<file path="config.mk">
export PLATFORM = sky130hd
export DESIGN_NAME = lru_page_replacement
export DESIGN_NICKNAME = d
export VERILOG_FILES = /design/src/hdl/lrupr_pkg.sv /design/src/hdl/lrupr_ctrl.sv /design/src/hdl/lrupr_dp.sv /design/src/hdl/lru_page_replacement.sv
export SDC_FILE = /design/constraint.sdc
export NUM_CORES = 1
export LEC_CHECK = 0
export BUFFER_PORTS_ARGS = -buffer_cell sky130_fd_sc_hd__buf_4
export CAP_MARGIN = 20
export CORE_MARGIN = 2
export CORE_UTILIZATION = 45
export DETAILED_ROUTE_END_ITERATION = 8
export GPL_TIMING_DRIVEN = 1
export PLACE_DENSITY = 0.66
export SETUP_SLACK_MARGIN = 0.1
export SKIP_LAST_GASP = 1
export SLEW_MARGIN = 20
export SYNTH_ARGS = -nofsm -noshare
export SYNTH_HDL_FRONTEND = slang
export SYNTH_SLANG_ARGS = --single-unit
export TNS_END_PERCENT = 5
</file>
<file path="constraint.sdc">
create_clock -name clk_i -period 2.38 [get_ports clk_i]
set_input_delay 0.119 -clock clk_i [delete_from_list [all_inputs] [get_ports clk_i]]
set_output_delay 0.119 -clock clk_i [all_outputs]
set_load 0.005 [all_outputs]
</file>
<file path="src/hdl/lrupr_pkg.sv">
// Package for the LRU page replacement block: default sizes, counter
// constants and the controller-to-datapath command struct.
// No dependencies.
package lrupr_pkg;

  localparam int FramesDef   = 3;
  localparam int PageBitsDef = 8;

  // Fixed widths of the transaction fields.
  localparam int InPageW = 8;
  localparam int EvictW  = 8;
  localparam int CntW    = 16;

  localparam logic [CntW-1:0] CntMax = {CntW{1'b1}};

  // Commands from the controller to the datapath.
  typedef struct packed {
    logic load_page;  // capture the referenced page
    logic exec;       // search and update the recency stack, load result
  } lrupr_cmd_t;

endpackage

</file>
<file path="src/hdl/lrupr_ctrl.sv">
// Controller of the LRU page replacement block: two-state sequencer and
// output valid flag. Depends on lrupr_pkg.
module lrupr_ctrl (
  input  logic                 clk_i,
  input  logic                 rst_ni,
  input  logic                 in_valid_i,
  output logic                 in_ready_o,
  output logic                 out_valid_o,
  input  logic                 out_ready_i,
  output lrupr_pkg::lrupr_cmd_t cmd_o
);
  import lrupr_pkg::*;

  localparam logic SIdle = 1'b0;
  localparam logic SExec = 1'b1;

  logic state_q, state_d;
  logic out_valid_q, out_valid_d;
  logic slot_free;

  assign slot_free  = !out_valid_q || out_ready_i;
  assign in_ready_o = (state_q == SIdle);

  always_comb begin
    state_d         = state_q;
    cmd_o.load_page = 1'b0;
    cmd_o.exec      = 1'b0;
    case (state_q)
      SIdle: begin
        if (in_valid_i) begin
          cmd_o.load_page = 1'b1;
          state_d         = SExec;
        end
      end
      SExec: begin
        // Hold until the output register is free.
        if (slot_free) begin
          cmd_o.exec = 1'b1;
          state_d    = SIdle;
        end
      end
      default: state_d = SIdle;
    endcase
  end

  always_comb begin
    if (cmd_o.exec) begin
      out_valid_d = 1'b1;
    end else if (out_ready_i) begin
      out_valid_d = 1'b0;
    end else begin
      out_valid_d = out_valid_q;
    end
  end

  always_ff @(posedge clk_i or negedge rst_ni) begin
    if (!rst_ni) begin
      state_q     <= SIdle;
      out_valid_q <= 1'b0;
    end else begin
      state_q     <= state_d;
      out_valid_q <= out_valid_d;
    end
  end

  assign out_valid_o = out_valid_q;

endmodule

</file>
<file path="src/hdl/lrupr_dp.sv">
// Datapath of the LRU page replacement block: recency stack, parallel
// page compare, stack shift, saturating counters and result registers.
// Depends on lrupr_pkg.
module lrupr_dp #(
  parameter int Frames   = lrupr_pkg::FramesDef,
  parameter int PageBits = lrupr_pkg::PageBitsDef
) (
  input  logic                          clk_i,
  input  logic                          rst_ni,
  input  lrupr_pkg::lrupr_cmd_t         cmd_i,
  input  logic [lrupr_pkg::InPageW-1:0] page_i,
  output logic                          hit_o,
  output logic [lrupr_pkg::EvictW-1:0]  evicted_page_o,
  output logic [lrupr_pkg::CntW-1:0]    fault_count_o,
  output logic [lrupr_pkg::CntW-1:0]    access_count_o
);
  import lrupr_pkg::*;

  localparam int PosW = $clog2(Frames);

  logic [PageBits-1:0]         stack_q [Frames];
  logic [PageBits-1:0]         stack_d [Frames];
  logic [PageBits-1:0]         page_q;
  logic [PageBits+InPageW-1:0] page_wide;
  logic [PageBits+EvictW-1:0]  evict_wide;
  logic                        found;
  logic [PosW-1:0]             pos;
  logic [PosW-1:0]             shift_pos;
  logic [CntW-1:0]             faults_q, accesses_q;
  logic                        hit_q;
  logic [EvictW-1:0]           evicted_q;

  // Zero-extend, then keep the low PageBits bits of the input page.
  assign page_wide  = {{PageBits{1'b0}}, page_i};
  assign evict_wide = {{EvictW{1'b0}}, stack_q[0]};

  // Compare all frames; the highest match is the most recent one.
  always_comb begin
    found = 1'b0;
    pos   = '0;
    for (int i = 0; i < Frames; i++) begin
      if (stack_q[i] == page_q) begin
        found = 1'b1;
        pos   = PosW'(i);
      end
    end
  end

  // On a miss the whole stack moves down and the oldest entry drops.
  assign shift_pos = found ? pos : '0;

  always_comb begin
    for (int i = 0; i < Frames - 1; i++) begin
      stack_d[i] = (PosW'(i) >= shift_pos) ? stack_q[i+1] : stack_q[i];
    end
    stack_d[Frames-1] = page_q;
  end

  always_ff @(posedge clk_i or negedge rst_ni) begin
    if (!rst_ni) begin
      for (int i = 0; i < Frames; i++) begin
        stack_q[i] <= PageBits'(i + 1);
      end
      faults_q   <= '0;
      accesses_q <= '0;
    end else if (cmd_i.exec) begin
      stack_q <= stack_d;
      if (!found && (faults_q != CntMax)) begin
        faults_q <= faults_q + 1'b1;
      end
      if (accesses_q != CntMax) begin
        accesses_q <= accesses_q + 1'b1;
      end
    end
  end

  always_ff @(posedge clk_i) begin
    if (cmd_i.load_page) begin
      page_q <= page_wide[PageBits-1:0];
    end
    if (cmd_i.exec) begin
      hit_q     <= found;
      evicted_q <= found ? '0 : evict_wide[EvictW-1:0];
    end
  end

  assign hit_o          = hit_q;
  assign evicted_page_o = evicted_q;
  assign fault_count_o  = faults_q;
  assign access_count_o = accesses_q;

endmodule

</file>
<file path="src/hdl/lru_page_replacement.sv">
// Top level of the LRU page replacement block: controller and datapath.
// Depends on lrupr_pkg, lrupr_ctrl and lrupr_dp.
//
//  channel  | direction | handshake                | payload
//  ---------+-----------+--------------------------+-------------------------------
//  request  | in        | in_valid_i / in_ready_o  | page_i
//  result   | out       | out_valid_o / out_ready_i| hit_o, evicted_page_o,
//           |           |                          | fault_count_o, access_count_o
//
// Each reference first captures the page, then, in an update step,
// compares all frames in parallel and shifts the recency stack.
// A new request is taken while the previous result still waits.
// If the result register is still occupied, the update cycle holds until
// it is taken, and no request is accepted meanwhile.
// Reset preloads the stack with pages 1..Frames (page 1 least recent) and
// clears both counters; no clearing pass is needed.
module lru_page_replacement #(
  parameter int Frames   = lrupr_pkg::FramesDef,
  parameter int PageBits = lrupr_pkg::PageBitsDef
) (
  input  logic                          clk_i,
  input  logic                          rst_ni,
  input  logic                          in_valid_i,
  output logic                          in_ready_o,
  input  logic [lrupr_pkg::InPageW-1:0] page_i,
  output logic                          out_valid_o,
  input  logic                          out_ready_i,
  output logic                          hit_o,
  output logic [lrupr_pkg::EvictW-1:0]  evicted_page_o,
  output logic [lrupr_pkg::CntW-1:0]    fault_count_o,
  output logic [lrupr_pkg::CntW-1:0]    access_count_o
);
  import lrupr_pkg::*;

  lrupr_cmd_t cmd;

  // Sequence each transaction: capture, then update and load the result.
  lrupr_ctrl u_ctrl (
    .clk_i       (clk_i),
    .rst_ni      (rst_ni),
    .in_valid_i  (in_valid_i),
    .in_ready_o  (in_ready_o),
    .out_valid_o (out_valid_o),
    .out_ready_i (out_ready_i),
    .cmd_o       (cmd)
  );

  // Hold the recency stack, counters and the result payload.
  lrupr_dp #(
    .Frames   (Frames),
    .PageBits (PageBits)
  ) u_dp (
    .clk_i          (clk_i),
    .rst_ni         (rst_ni),
    .cmd_i          (cmd),
    .page_i         (page_i),
    .hit_o          (hit_o),
    .evicted_page_o (evicted_page_o),
    .fault_count_o  (fault_count_o),
    .access_count_o (access_count_o)
  );

endmodule

</file>
# Word level (Yosys, flattened, before mapping)
# Index checks and enable logic that the tools add are counted.
[word_totals]
elab_cells = 43
regBits = 75
inputBits = 12
[classes]
n_mux = 14
add_sub_neg = 2
n_reduce_logical = 9
n_lt_le_gt_ge = 2
n_bitwise = 1
eq_ne = 5
[ops]
columns = ["op", "count"]
rows = [
  ["16-bit by 1-bit adder with 16-bit output, second input constant", 2],
  ["16-bit != test, second input constant", 2],
  ["8-bit == test", 3],
  ["1-bit two-way mux", 11],
  ["2-bit AND reduction", 4],
  ["1-bit by 2-bit >= comparator with 1-bit output, first input constant", 2],
  ["2-bit two-way mux", 2],
  ["1-bit logical NOT", 2],
  ["1-bit case mux with 2 select lines", 1],
  ["2-bit nonzero test", 1],
  ["1-bit logical AND", 1],
  ["1-bit logical OR", 1],
  ["1-bit NOT", 1],
]

# Longest topological paths before layout
# Gate-level depths: netlist of run 1.
[depth]
ltp_word = 7
depth_mapped = 8
mapped_depth_nobuf = 7

# Modules after synthesis
# A second synthesis of run 1 with hierarchy kept.
[hier_totals]
cells_unflattened = 263
area_unflattened_um2 = 3502.1
[modules_own_cells]
columns = ["module", "area_each_um2", "seq_area_each_um2", "cells_per_inst", "instances"]
rows = [
  ["lrupr_dp", 3400.8, 1916.8, 254, 1],
  ["lrupr_ctrl", 101.3, 50.0, 9, 1],
]

# Worst setup path after synthesis of run 1
# No wires, ideal clock.
[synth_timing]
path_kind = "reg2reg"
start = "register u_dp.faults_q[7] (netlist: u_dp.fault_count_o[7])"
end = "register u_dp.faults_q[8] (netlist: u_dp.fault_count_o[8])"
n_path_buf = 1
stages_incl_launch_ff = 8
slack_ns = 0.536
arrival_ns = 1.719
cell_sequence = "dfrtp_1 and4_1 and4_1 a41o_1 nor3_4 buf_6 nand3_1 xnor2_1"
[synth_via]
elab_chain_cells = 3
elab_cells_between_ends = 4
cone_classes = "add/sub: 1; eq/ne: 1; reduce/logical: 2"
[synth_rtl]
columns = ["element", "line", "rtl"]
rows = [
  ["start: declaration", "lrupr_dp.sv:29", "logic [CntW-1:0] faults_q, accesses_q;"],
  ["start signal: assignment", "lrupr_dp.sv:69", "faults_q <= faults_q + 1'b1;"],
  ["parallel branches: the longest is 3 deep, another holds 16-bit by 1-bit adder with 16-bit output", "--", ""],
]
# Several ways; the timed one is not identified.
# A chain may end at the register's enable or synchronous reset.

# Final worst setup path of run 1
[layout_timing]
start = "register u_dp.faults_q[8] (netlist: u_dp.fault_count_o[8])"
end = "register u_dp.faults_q[1] (netlist: u_dp.fault_count_o[1])"
[layout_via]
elab_chain_cells = 3
[layout_rtl]
columns = ["element", "line", "rtl"]
rows = [
  ["16-bit != test", "lrupr_dp.sv:68", "if (!found && (faults_q != CntMax)) begin"],
  ["1-bit logical AND", "lrupr_dp.sv:68", ""],
  ["2-bit AND reduction (no line)", "--", ""],
]
# No other way between the ends.

==> metrics, run 1 <==
Max Clock Freq=487 MHz; path class of the lowest-slack min-delay path=in2reg; clock insertion delay at the later pin of the skew report=0.34 ns; number of synthesized flops with an enable pin=17; worst-case setup slack after placement=0.192 ns; hold_ws=0.0697 ns; post-synth cell types=27; DIE WIDTH=89.0 um; Remaining DRCs=0; Synthesized Nets=261; synthesis-to-layout area growth=25.3%; worst clock skew=0.00753 ns; share of cells above drive strength 1=32.8%; max cap viols=0; Die Outline Area=7930 sq um; placed inst area=3790 sq um; clock buffer count from CTS=9; Avg Synthesized Cell Area=13.2 sq um; cell repeated most along the worst path=sky130_fd_sc_hd__and4_1; number of diodes added for antenna fixing=0; setup repair after global routing missed its margin=false; post-route antenna net violation count=0; gpl congestion=0.779; Overflow after GRT=0; Critical Path Max Stage Delay=0.45 ns; status=finished, final reports clean; max-slew violation total from the final report=0; # port buffers=54; required time reported for the critical path endpoint=2.61 ns; effective utilization at floorplan=47.1%; vias in the first global route=2037; Setup CP Type=reg2reg; R2R setup slack=0.33 ns; part of the Yosys area used for sequential elements=60.5%; clk slew on worst S/H paths=0.08 ns; clk sink count=75; time the worst path needs with I/O delays and setup=2.05 ns; chip height=89.0 um; data arrival time of the critical path=2.28 ns; Site Rows=30; total core area=6910 sq um; peak ir drop on the vdd network=538 uV; power per cell area=1120 nW/um^2; number of synthesized register bits=75; Layout Utilization=59.0%; number of I/O pins=55; nature of the critical path endpoint=flop; root buffer selected by CTS=sky130_fd_sc_hd__clkbuf_8; element type at the critical path start=flop; initial antenna violation count=0; transition at the pin with the smallest max-transition slack=0.758 ns; slowest cell on the critical path=sky130_fd_sc_hd__dfrtp_1; gr usage total=16.5%; net count of the finished layout=338; vias per cell=4.99; Async SR Flop Fraction=77.3%; setup ws final=0.326 ns; final setup vio count=0; largest net degree at the start of global routing=59; CTS tree=built; Resize count post-CTS=0; Detailed Route Iter0 Violations=80; worst max-slew margin expressed relative to the limit=49.4%; Setup Total Neg Slack=0 ns; commonest cells after routing, fill and taps aside=sky130_fd_sc_hd__buf_4, sky130_fd_sc_hd__dfrtp_1, sky130_fd_sc_hd__xnor2_1, sky130_fd_sc_hd__mux2_2; critical-path cell list=and4_1 > and4_1 > a41o_1 > nor3_4 > buf_12 > mux2_2; WL per Instance=14.1 um; routed via count=2120; leakage power total=1.74 nW; total number of H-tree levels=3; top fanout value on the critical path=16; final standard cell area without fillers=4080 sq um; half-perimeter wire length of the detailed placement result=4170 um; period utilization=86.3%; total count of hold-check failures in the final report=0; TritonRoute pass-1 iters=4; Final Routed Wirelength=6000 um; most common library cell in the layout ignoring fill and taps=sky130_fd_sc_hd__buf_4; wire length of the first global-routing pass=9900 um; number of instances in the synthesized netlist=247; number of buffers between clock root and the deepest sink=2; main flop type after synthesis=sky130_fd_sc_hd__dfrtp_1; Warnings, synthesis=0; cell area after technology mapping=3250 sq um
timing repair:
action,in CTS,in global routing
buffers inserted,0,1
endpoints found under the hold margin,63,0
endpoints found under the setup margin,0,7
hold buffers,10,0
kinds of logic (layout without fill, tap and decap cells):
| logic type | Yosys count | count (layout) | share of synthesized area (%) |
|---|---|---|---|
| AO/OA/AOI/OAI | 8 | 8 | 1.62 |
| XOR/XNOR | 53 | 53 | 14.3 |
| multiplexers | 26 | 26 | 9.00 |
| adder cells (fa/ha/maj) | 2 | 2 | 0.769 |
| AND/OR/NAND/NOR | 77 | 77 | 13.0 |
| flip-flops | 75 | 75 | 60.5 |
| buffers and inverters | 6 | 88 | 0.923 |
state kept, by name, indices dropped and copies added, names as in the netlist, 8 cells and up:
signal               cells
u_dp.evict_wide          8
u_dp.evicted_page_o      8
u_dp.stack_q            16
u_dp.access_count_o     16
u_dp.fault_count_o      16
u_dp.page_q              8
stage by stage:
stage / instances / total power [mW]
CTS: 424 / 4.58
global route: 425 / 4.90
finish: 425 / 4.57
global placement: 398 / 3.66
detailed placement: 398 / 3.72
floorplan: 247 / 3.14
cell type report:
type	count	area [sq um]
inverters	4	15.0
repair buffers	68	548
well taps	96	120
multi-input cells	166	1260
clock buffers	9	124
fillers	608	2830
flip-flops and latches	75	1970
clock inverters	7	45.0
synth_stat cells (6+ instances only):
cell type	instances	area [sq um]
sky130_fd_sc_hd__edfxtp_1	17	510
sky130_fd_sc_hd__mux2_2	26	293
sky130_fd_sc_hd__nor2_1	13	48.8
sky130_fd_sc_hd__and2_1	8	50.1
sky130_fd_sc_hd__nand3_1	10	50.1
sky130_fd_sc_hd__dfrtp_1	54	1350
sky130_fd_sc_hd__xnor2_1	46	403
sky130_fd_sc_hd__xor2_1	7	61.3
sky130_fd_sc_hd__nand2_1	13	48.8
sky130_fd_sc_hd__and3_1	6	37.5
sky130_fd_sc_hd__nand4_1	17	106
worst max-delay path: cells and delay by family, from the launching register on:
| family | cells | cell delay (ns) |
|---|---|---|
| compound gates | 1 | 0.27 |
| buf+inv | 1 | 0.17 |
| flops | 1 | 0.45 |
| mux | 1 | 0.33 |
| simple gates | 3 | 0.73 |
routing by layer:
metal | up-vias | share of wire (%) | GRT usage (%)
li1 | 1019 | - | -
met3 | 9 | 4.1 | 4.34
met4 | 0 | 1.7 | 6.11
met1 | 1040 | 48 | 23.4
met5 | - | 0 | 0
met2 | 52 | 46 | 24.6
power by group:
| group | internal, mW | leakage [nW] | switching, mW |
|---|---|---|---|
| sequential | 1.82 | 0.887 | 0.389 |
| combinational | 0.921 | 0.774 | 0.604 |
| clock | 0.372 | 0.0787 | 0.466 |
| total | 3.11 | 1.74 | 1.46 |
path summary, 6_finish.rpt:
| path | end | start | depth (start not counted) |
|---|---|---|---|
| setup / recovery | u_dp.fault_count_o[1]$_DFFE_PN0P_ | u_dp.fault_count_o[8]$_DFFE_PN0P_ | 6 |
| min in group asynchronous | u_dp.evict_wide[4]$_DFFE_PN0P_ | rst_ni | 2 |
| max in group asynchronous | u_ctrl.out_valid_o$_DFFE_PN0P_ | rst_ni | 2 |
| hold reg to reg | u_dp.access_count_o[15]$_DFFE_PN0P_ | u_dp.access_count_o[15]$_DFFE_PN0P_ | 1 |
| hold / removal | u_ctrl.out_valid_o$_DFFE_PN0P_ | out_ready_i | 3 |
| setup reg to reg | u_dp.fault_count_o[1]$_DFFE_PN0P_ | u_dp.fault_count_o[8]$_DFFE_PN0P_ | 6 |
(Power assumes the default switching activity.)
==> run 2, diff against run 1 <==
--- a/config.mk
+++ b/config.mk
@@ -5,13 +5,14 @@
 export SDC_FILE = /design/constraint.sdc
 export NUM_CORES = 1
 export LEC_CHECK = 0
+export ABC_AREA = 1
 export BUFFER_PORTS_ARGS = -buffer_cell sky130_fd_sc_hd__buf_4
 export CAP_MARGIN = 20
 export CORE_MARGIN = 2
 export CORE_UTILIZATION = 45
+export CTS_CLUSTER_SIZE = 24
 export DETAILED_ROUTE_END_ITERATION = 8
 export GPL_TIMING_DRIVEN = 1
-export PLACE_DENSITY = 0.66
 export SETUP_SLACK_MARGIN = 0.1
 export SKIP_LAST_GASP = 1
 export SLEW_MARGIN = 20
==> constraint.sdc (replaced) <==
create_clock -name clk_i -period 1.9 [get_ports clk_i]
set_input_delay 0.095 -clock clk_i [delete_from_list [all_inputs] [get_ports clk_i]]
set_output_delay 0.095 -clock clk_i [all_outputs]
set_load 0.005 [all_outputs]
==> metrics, run 2 <==
status=finished, final reports clean (unchanged); transition at the pin with the smallest max-transition slack=0.761 ns (was 0.758 ns); power per cell area=1300 nW/um^2 (was 1120 nW/um^2); total core area=8680 sq um (was 6910 sq um); element type at the critical path start=flop (unchanged); time the worst path needs with I/O delays and setup=1.68 ns (was 2.05 ns); top fanout value on the critical path=5 (was 16); CTS tree=built (unchanged); total power=6.48 mW (was 4.57 mW); net count of the finished layout=630 (was 338); commonest cells after routing, fill and taps aside=sky130_fd_sc_hd__nand2_1, sky130_fd_sc_hd__inv_1, sky130_fd_sc_hd__buf_4, sky130_fd_sc_hd__dfrtp_1, sky130_fd_sc_hd__nor2_1 (was sky130_fd_sc_hd__buf_4, sky130_fd_sc_hd__dfrtp_1, sky130_fd_sc_hd__xnor2_1, sky130_fd_sc_hd__mux2_2); clock insertion delay at the later pin of the skew report=0.36 ns (was 0.34 ns); Die Outline Area=9690 sq um (was 7930 sq um); clock buffer count from CTS=9 (unchanged); gr usage total=19.6% (was 16.5%); final setup vio count=0 (unchanged); number of synthesized register bits=75 (unchanged); hold_ws=0.0127 ns (was 0.0697 ns); most common library cell in the layout ignoring fill and taps=sky130_fd_sc_hd__nand2_1 (was sky130_fd_sc_hd__buf_4); R2R setup slack=0.22 ns (was 0.33 ns); setup repair after global routing missed its margin=true (was false); Setup CP Type=reg2reg (unchanged); path class of the lowest-slack min-delay path=in2reg (unchanged); largest net degree at the start of global routing=59 (unchanged); Clk pwr share=20.9% (was 18.3%); clk slew on worst S/H paths=0.08 ns (about the same); Layout Utilization=57.6% (was 59.0%); Site Rows=34 (was 30); number of I/O pins=55 (unchanged); switching part of the total=38.0% (was 31.9%); vias per cell=4.74 (was 4.99); period utilization=88.3% (was 86.3%); setup ws final=0.223 ns (was 0.326 ns); share of cells above drive strength 1=16.9% (was 32.8%); gpl congestion=0.879 (was 0.779); switching pwr=2.46 mW (was 1.46 mW); CP startpoint=u_dp.access_count_o[1]$_DFFE_PN0P_ (was u_dp.fault_count_o[8]$_DFFE_PN0P_); startpoint of the lowest-slack register-to-register path=u_dp.access_count_o[1]$_DFFE_PN0P_ (was u_dp.fault_count_o[8]$_DFFE_PN0P_); number of diodes added for antenna fixing=0 (unchanged); required time reported for the critical path endpoint=2.13 ns (was 2.61 ns); vias in the first global route=3269 (was 2037); top cell type by total area after synthesis=sky130_fd_sc_hd__dfrtp_1 (unchanged); main flop type after synthesis=sky130_fd_sc_hd__dfrtp_1 (unchanged); root buffer selected by CTS=sky130_fd_sc_hd__clkbuf_8 (unchanged); post-synth cell types=29 (was 27); WL per Instance=12.5 um (was 14.1 um); leading cell type by number of instances after synthesis=sky130_fd_sc_hd__nand2_1 (was sky130_fd_sc_hd__dfrtp_1); capturing element of the worst setup path=u_dp.access_count_o[3]$_DFFE_PN0P_ (was u_dp.fault_count_o[1]$_DFFE_PN0P_); post-route antenna net violation count=0 (unchanged); number of buffers between clock root and the deepest sink=2 (unchanged); data arrival time of the critical path=1.90 ns (was 2.28 ns); # port buffers=54 (unchanged); cell area after technology mapping=4010 sq um (was 3250 sq um); share of Yosys cell area claimed by the top area cell type=33.7% (was 41.5%); nature of the critical path endpoint=flop (unchanged); portion of total power attributed to sequential cells=40.9% (was 48.3%); total number of H-tree levels=3 (unchanged); Max Clock Freq=596 MHz (was 487 MHz); Remaining DRCs=0 (unchanged); Synthesized Nets=549 (was 261); half-perimeter wire length of the detailed placement result=6410 um (was 4170 um); Overflow after GRT=0 (unchanged); number of cells on the worst reg-to-reg path=7 (was 6); Warnings, synthesis=0 (unchanged); Synth top cells by count=sky130_fd_sc_hd__nand2_1, sky130_fd_sc_hd__inv_1, sky130_fd_sc_hd__nor2_1, sky130_fd_sc_hd__dfrtp_1, sky130_fd_sc_hd__nand3_1 (was sky130_fd_sc_hd__dfrtp_1, sky130_fd_sc_hd__xnor2_1, sky130_fd_sc_hd__mux2_2, sky130_fd_sc_hd__edfxtp_1, sky130_fd_sc_hd__nand4_1); initial antenna violation count=0 (unchanged); Async SR Flop Fraction=77.3% (unchanged); worst max-slew margin expressed relative to the limit=49.3% (was 49.4%); worst-case setup slack after placement=0.0188 ns (was 0.192 ns); part of the Yosys area used for sequential elements=49.0% (was 60.5%); worst clock skew=0.0123 ns (was 0.00753 ns); number of instances in the synthesized netlist=535 (was 247); Detailed Route Iter0 Violations=160 (was 80); effective utilization at floorplan=46.2% (was 47.1%); clk sink count=75 (unchanged); cells taking the most area after synthesis=sky130_fd_sc_hd__dfrtp_1, sky130_fd_sc_hd__nand2_1, sky130_fd_sc_hd__edfxtp_1 (was sky130_fd_sc_hd__dfrtp_1, sky130_fd_sc_hd__edfxtp_1, sky130_fd_sc_hd__xnor2_1); Setup Total Neg Slack=0 ns (unchanged); TritonRoute pass-1 iters=4 (unchanged); wire length of the first global-routing pass=15200 um (was 9900 um); max-slew violation total from the final report=0 (unchanged); internal power=4.01 mW (was 3.11 mW); combinational cell fraction of total power=38.2% (was 33.4%); Crit Reg-Reg Endpoint=u_dp.access_count_o[3]$_DFFE_PN0P_ (was u_dp.fault_count_o[1]$_DFFE_PN0P_); synthesis-to-layout area growth=24.5% (was 25.3%); chip height=98.4 um (was 89.0 um); number of synthesized flops with an enable pin=17 (unchanged); total of fill cells in the finished design=833 (was 608); total count of hold-check failures in the final report=0 (unchanged); Avg Synthesized Cell Area=7.50 sq um (was 13.2 sq um); routed via count=3459 (was 2120); DIE WIDTH=98.4 um (was 89.0 um); max cap viols=0 (unchanged); peak ir drop on the vdd network=742 uV (was 538 uV); leakage power total=2.54 nW (was 1.74 nW); Final Routed Wirelength=9080 um (was 6000 um)
## run 2: changes by cell type after synthesis, moves of 8 or more
cell,delta
sky130_fd_sc_hd__nand4_1,-13
sky130_fd_sc_hd__xnor2_1,-38
sky130_fd_sc_hd__mux2_2,-26
sky130_fd_sc_hd__and2_1,-8
sky130_fd_sc_hd__nand3_1,+20
sky130_fd_sc_hd__inv_1,+65
sky130_fd_sc_hd__nand2_1,+201
sky130_fd_sc_hd__o21ai_0,+24
sky130_fd_sc_hd__xor2_1,+13
sky130_fd_sc_hd__nor2_1,+42
## run 2: worst min-delay path by stage
stage	startpoint	to	depth (start not counted)
after floorplan	rst_ni	u_ctrl.out_valid_o$_DFFE_PN0P_	0
after global placement	rst_ni	u_dp.stack_q[13]$_DFFE_PN0P_	1
after detailed placement	rst_ni	u_dp.stack_q[13]$_DFFE_PN0P_	1
after CTS	out_ready_i	u_ctrl.out_valid_o$_DFFE_PN0P_	4
after global routing	out_ready_i	u_ctrl.out_valid_o$_DFFE_PN0P_	4
final	out_ready_i	u_ctrl.out_valid_o$_DFFE_PN0P_	4
## run 2: cells by family after synthesis
group                    Yosys count  share of synthesized area, %
AND/OR/NAND/NOR                  321                          32.6
buffers and inverters             79                          7.86
flip-flops                        75                          49.0
AO/OA/AOI/OAI                     30                          3.84
XOR/XNOR                          28                          6.11
adder cells (fa/ha/maj)            2                         0.624
## run 2: area by class of cell
type	instances	area [sq um]	share of cell area [%]
sequential	75	1970	39.4
timing repair buffer	77	619	12.4
inverter	72	270	5.41
tap	108	135	2.70
clock buffer	13	180	3.61
clock inverter	3	42.5	0.851
multi-input combinational	381	1780	35.7
## run 2: per-stage QoR
stage	std cells	instance area (sq um)
floorplan	535	4010
global placement	697	4560
detailed placement	697	4560
CTS	724	4900
global route	729	5000
finish	729	5000
## run 2: routing by layer
metal | part of all wire, % | wire [um] | up-vias | track usage [%]
met4 | 1.7 | 157 | 0 | 6.74
met5 | 0 | 0 | - | 0
met2 | 46 | 4160 | 64 | 31.8
li1 | - | - | 1805 | -
met3 | 3.7 | 339 | 12 | 3.05
met1 | 49 | 4420 | 1578 | 27.0
## run 2: worst max-delay path: stages, from the launching register on
cell and delay [ns]:
sky130_fd_sc_hd__dfrtp_1 0.43, sky130_fd_sc_hd__ha_4 0.17, sky130_fd_sc_hd__nand3_1 0.09, sky130_fd_sc_hd__or2_1 0.30
sky130_fd_sc_hd__o21ai_4 0.21, sky130_fd_sc_hd__buf_4 0.17, sky130_fd_sc_hd__nor2_1 0.05, sky130_fd_sc_hd__xor2_1 0.14
## run 2: what timing repair did
item                                   CTS  global route
gates cloned                             0             0
setup endpoints to repair               12            48
setup buffers                            1             5
hold buffers                            10             0
gates resized for setup                  1            12
pin swaps                                1             2
endpoints found under the hold margin   63             0
## run 2: power groups by stage
stage	Clock [mW]	Sequential [mW]	Combinational, mW
detailed placement	0	2.67	2.28
CTS	1.39	2.65	2.33
finish	1.36	2.65	2.47
floorplan	0	2.60	1.47
global route	1.46	2.72	2.82
global placement	0	2.66	2.25
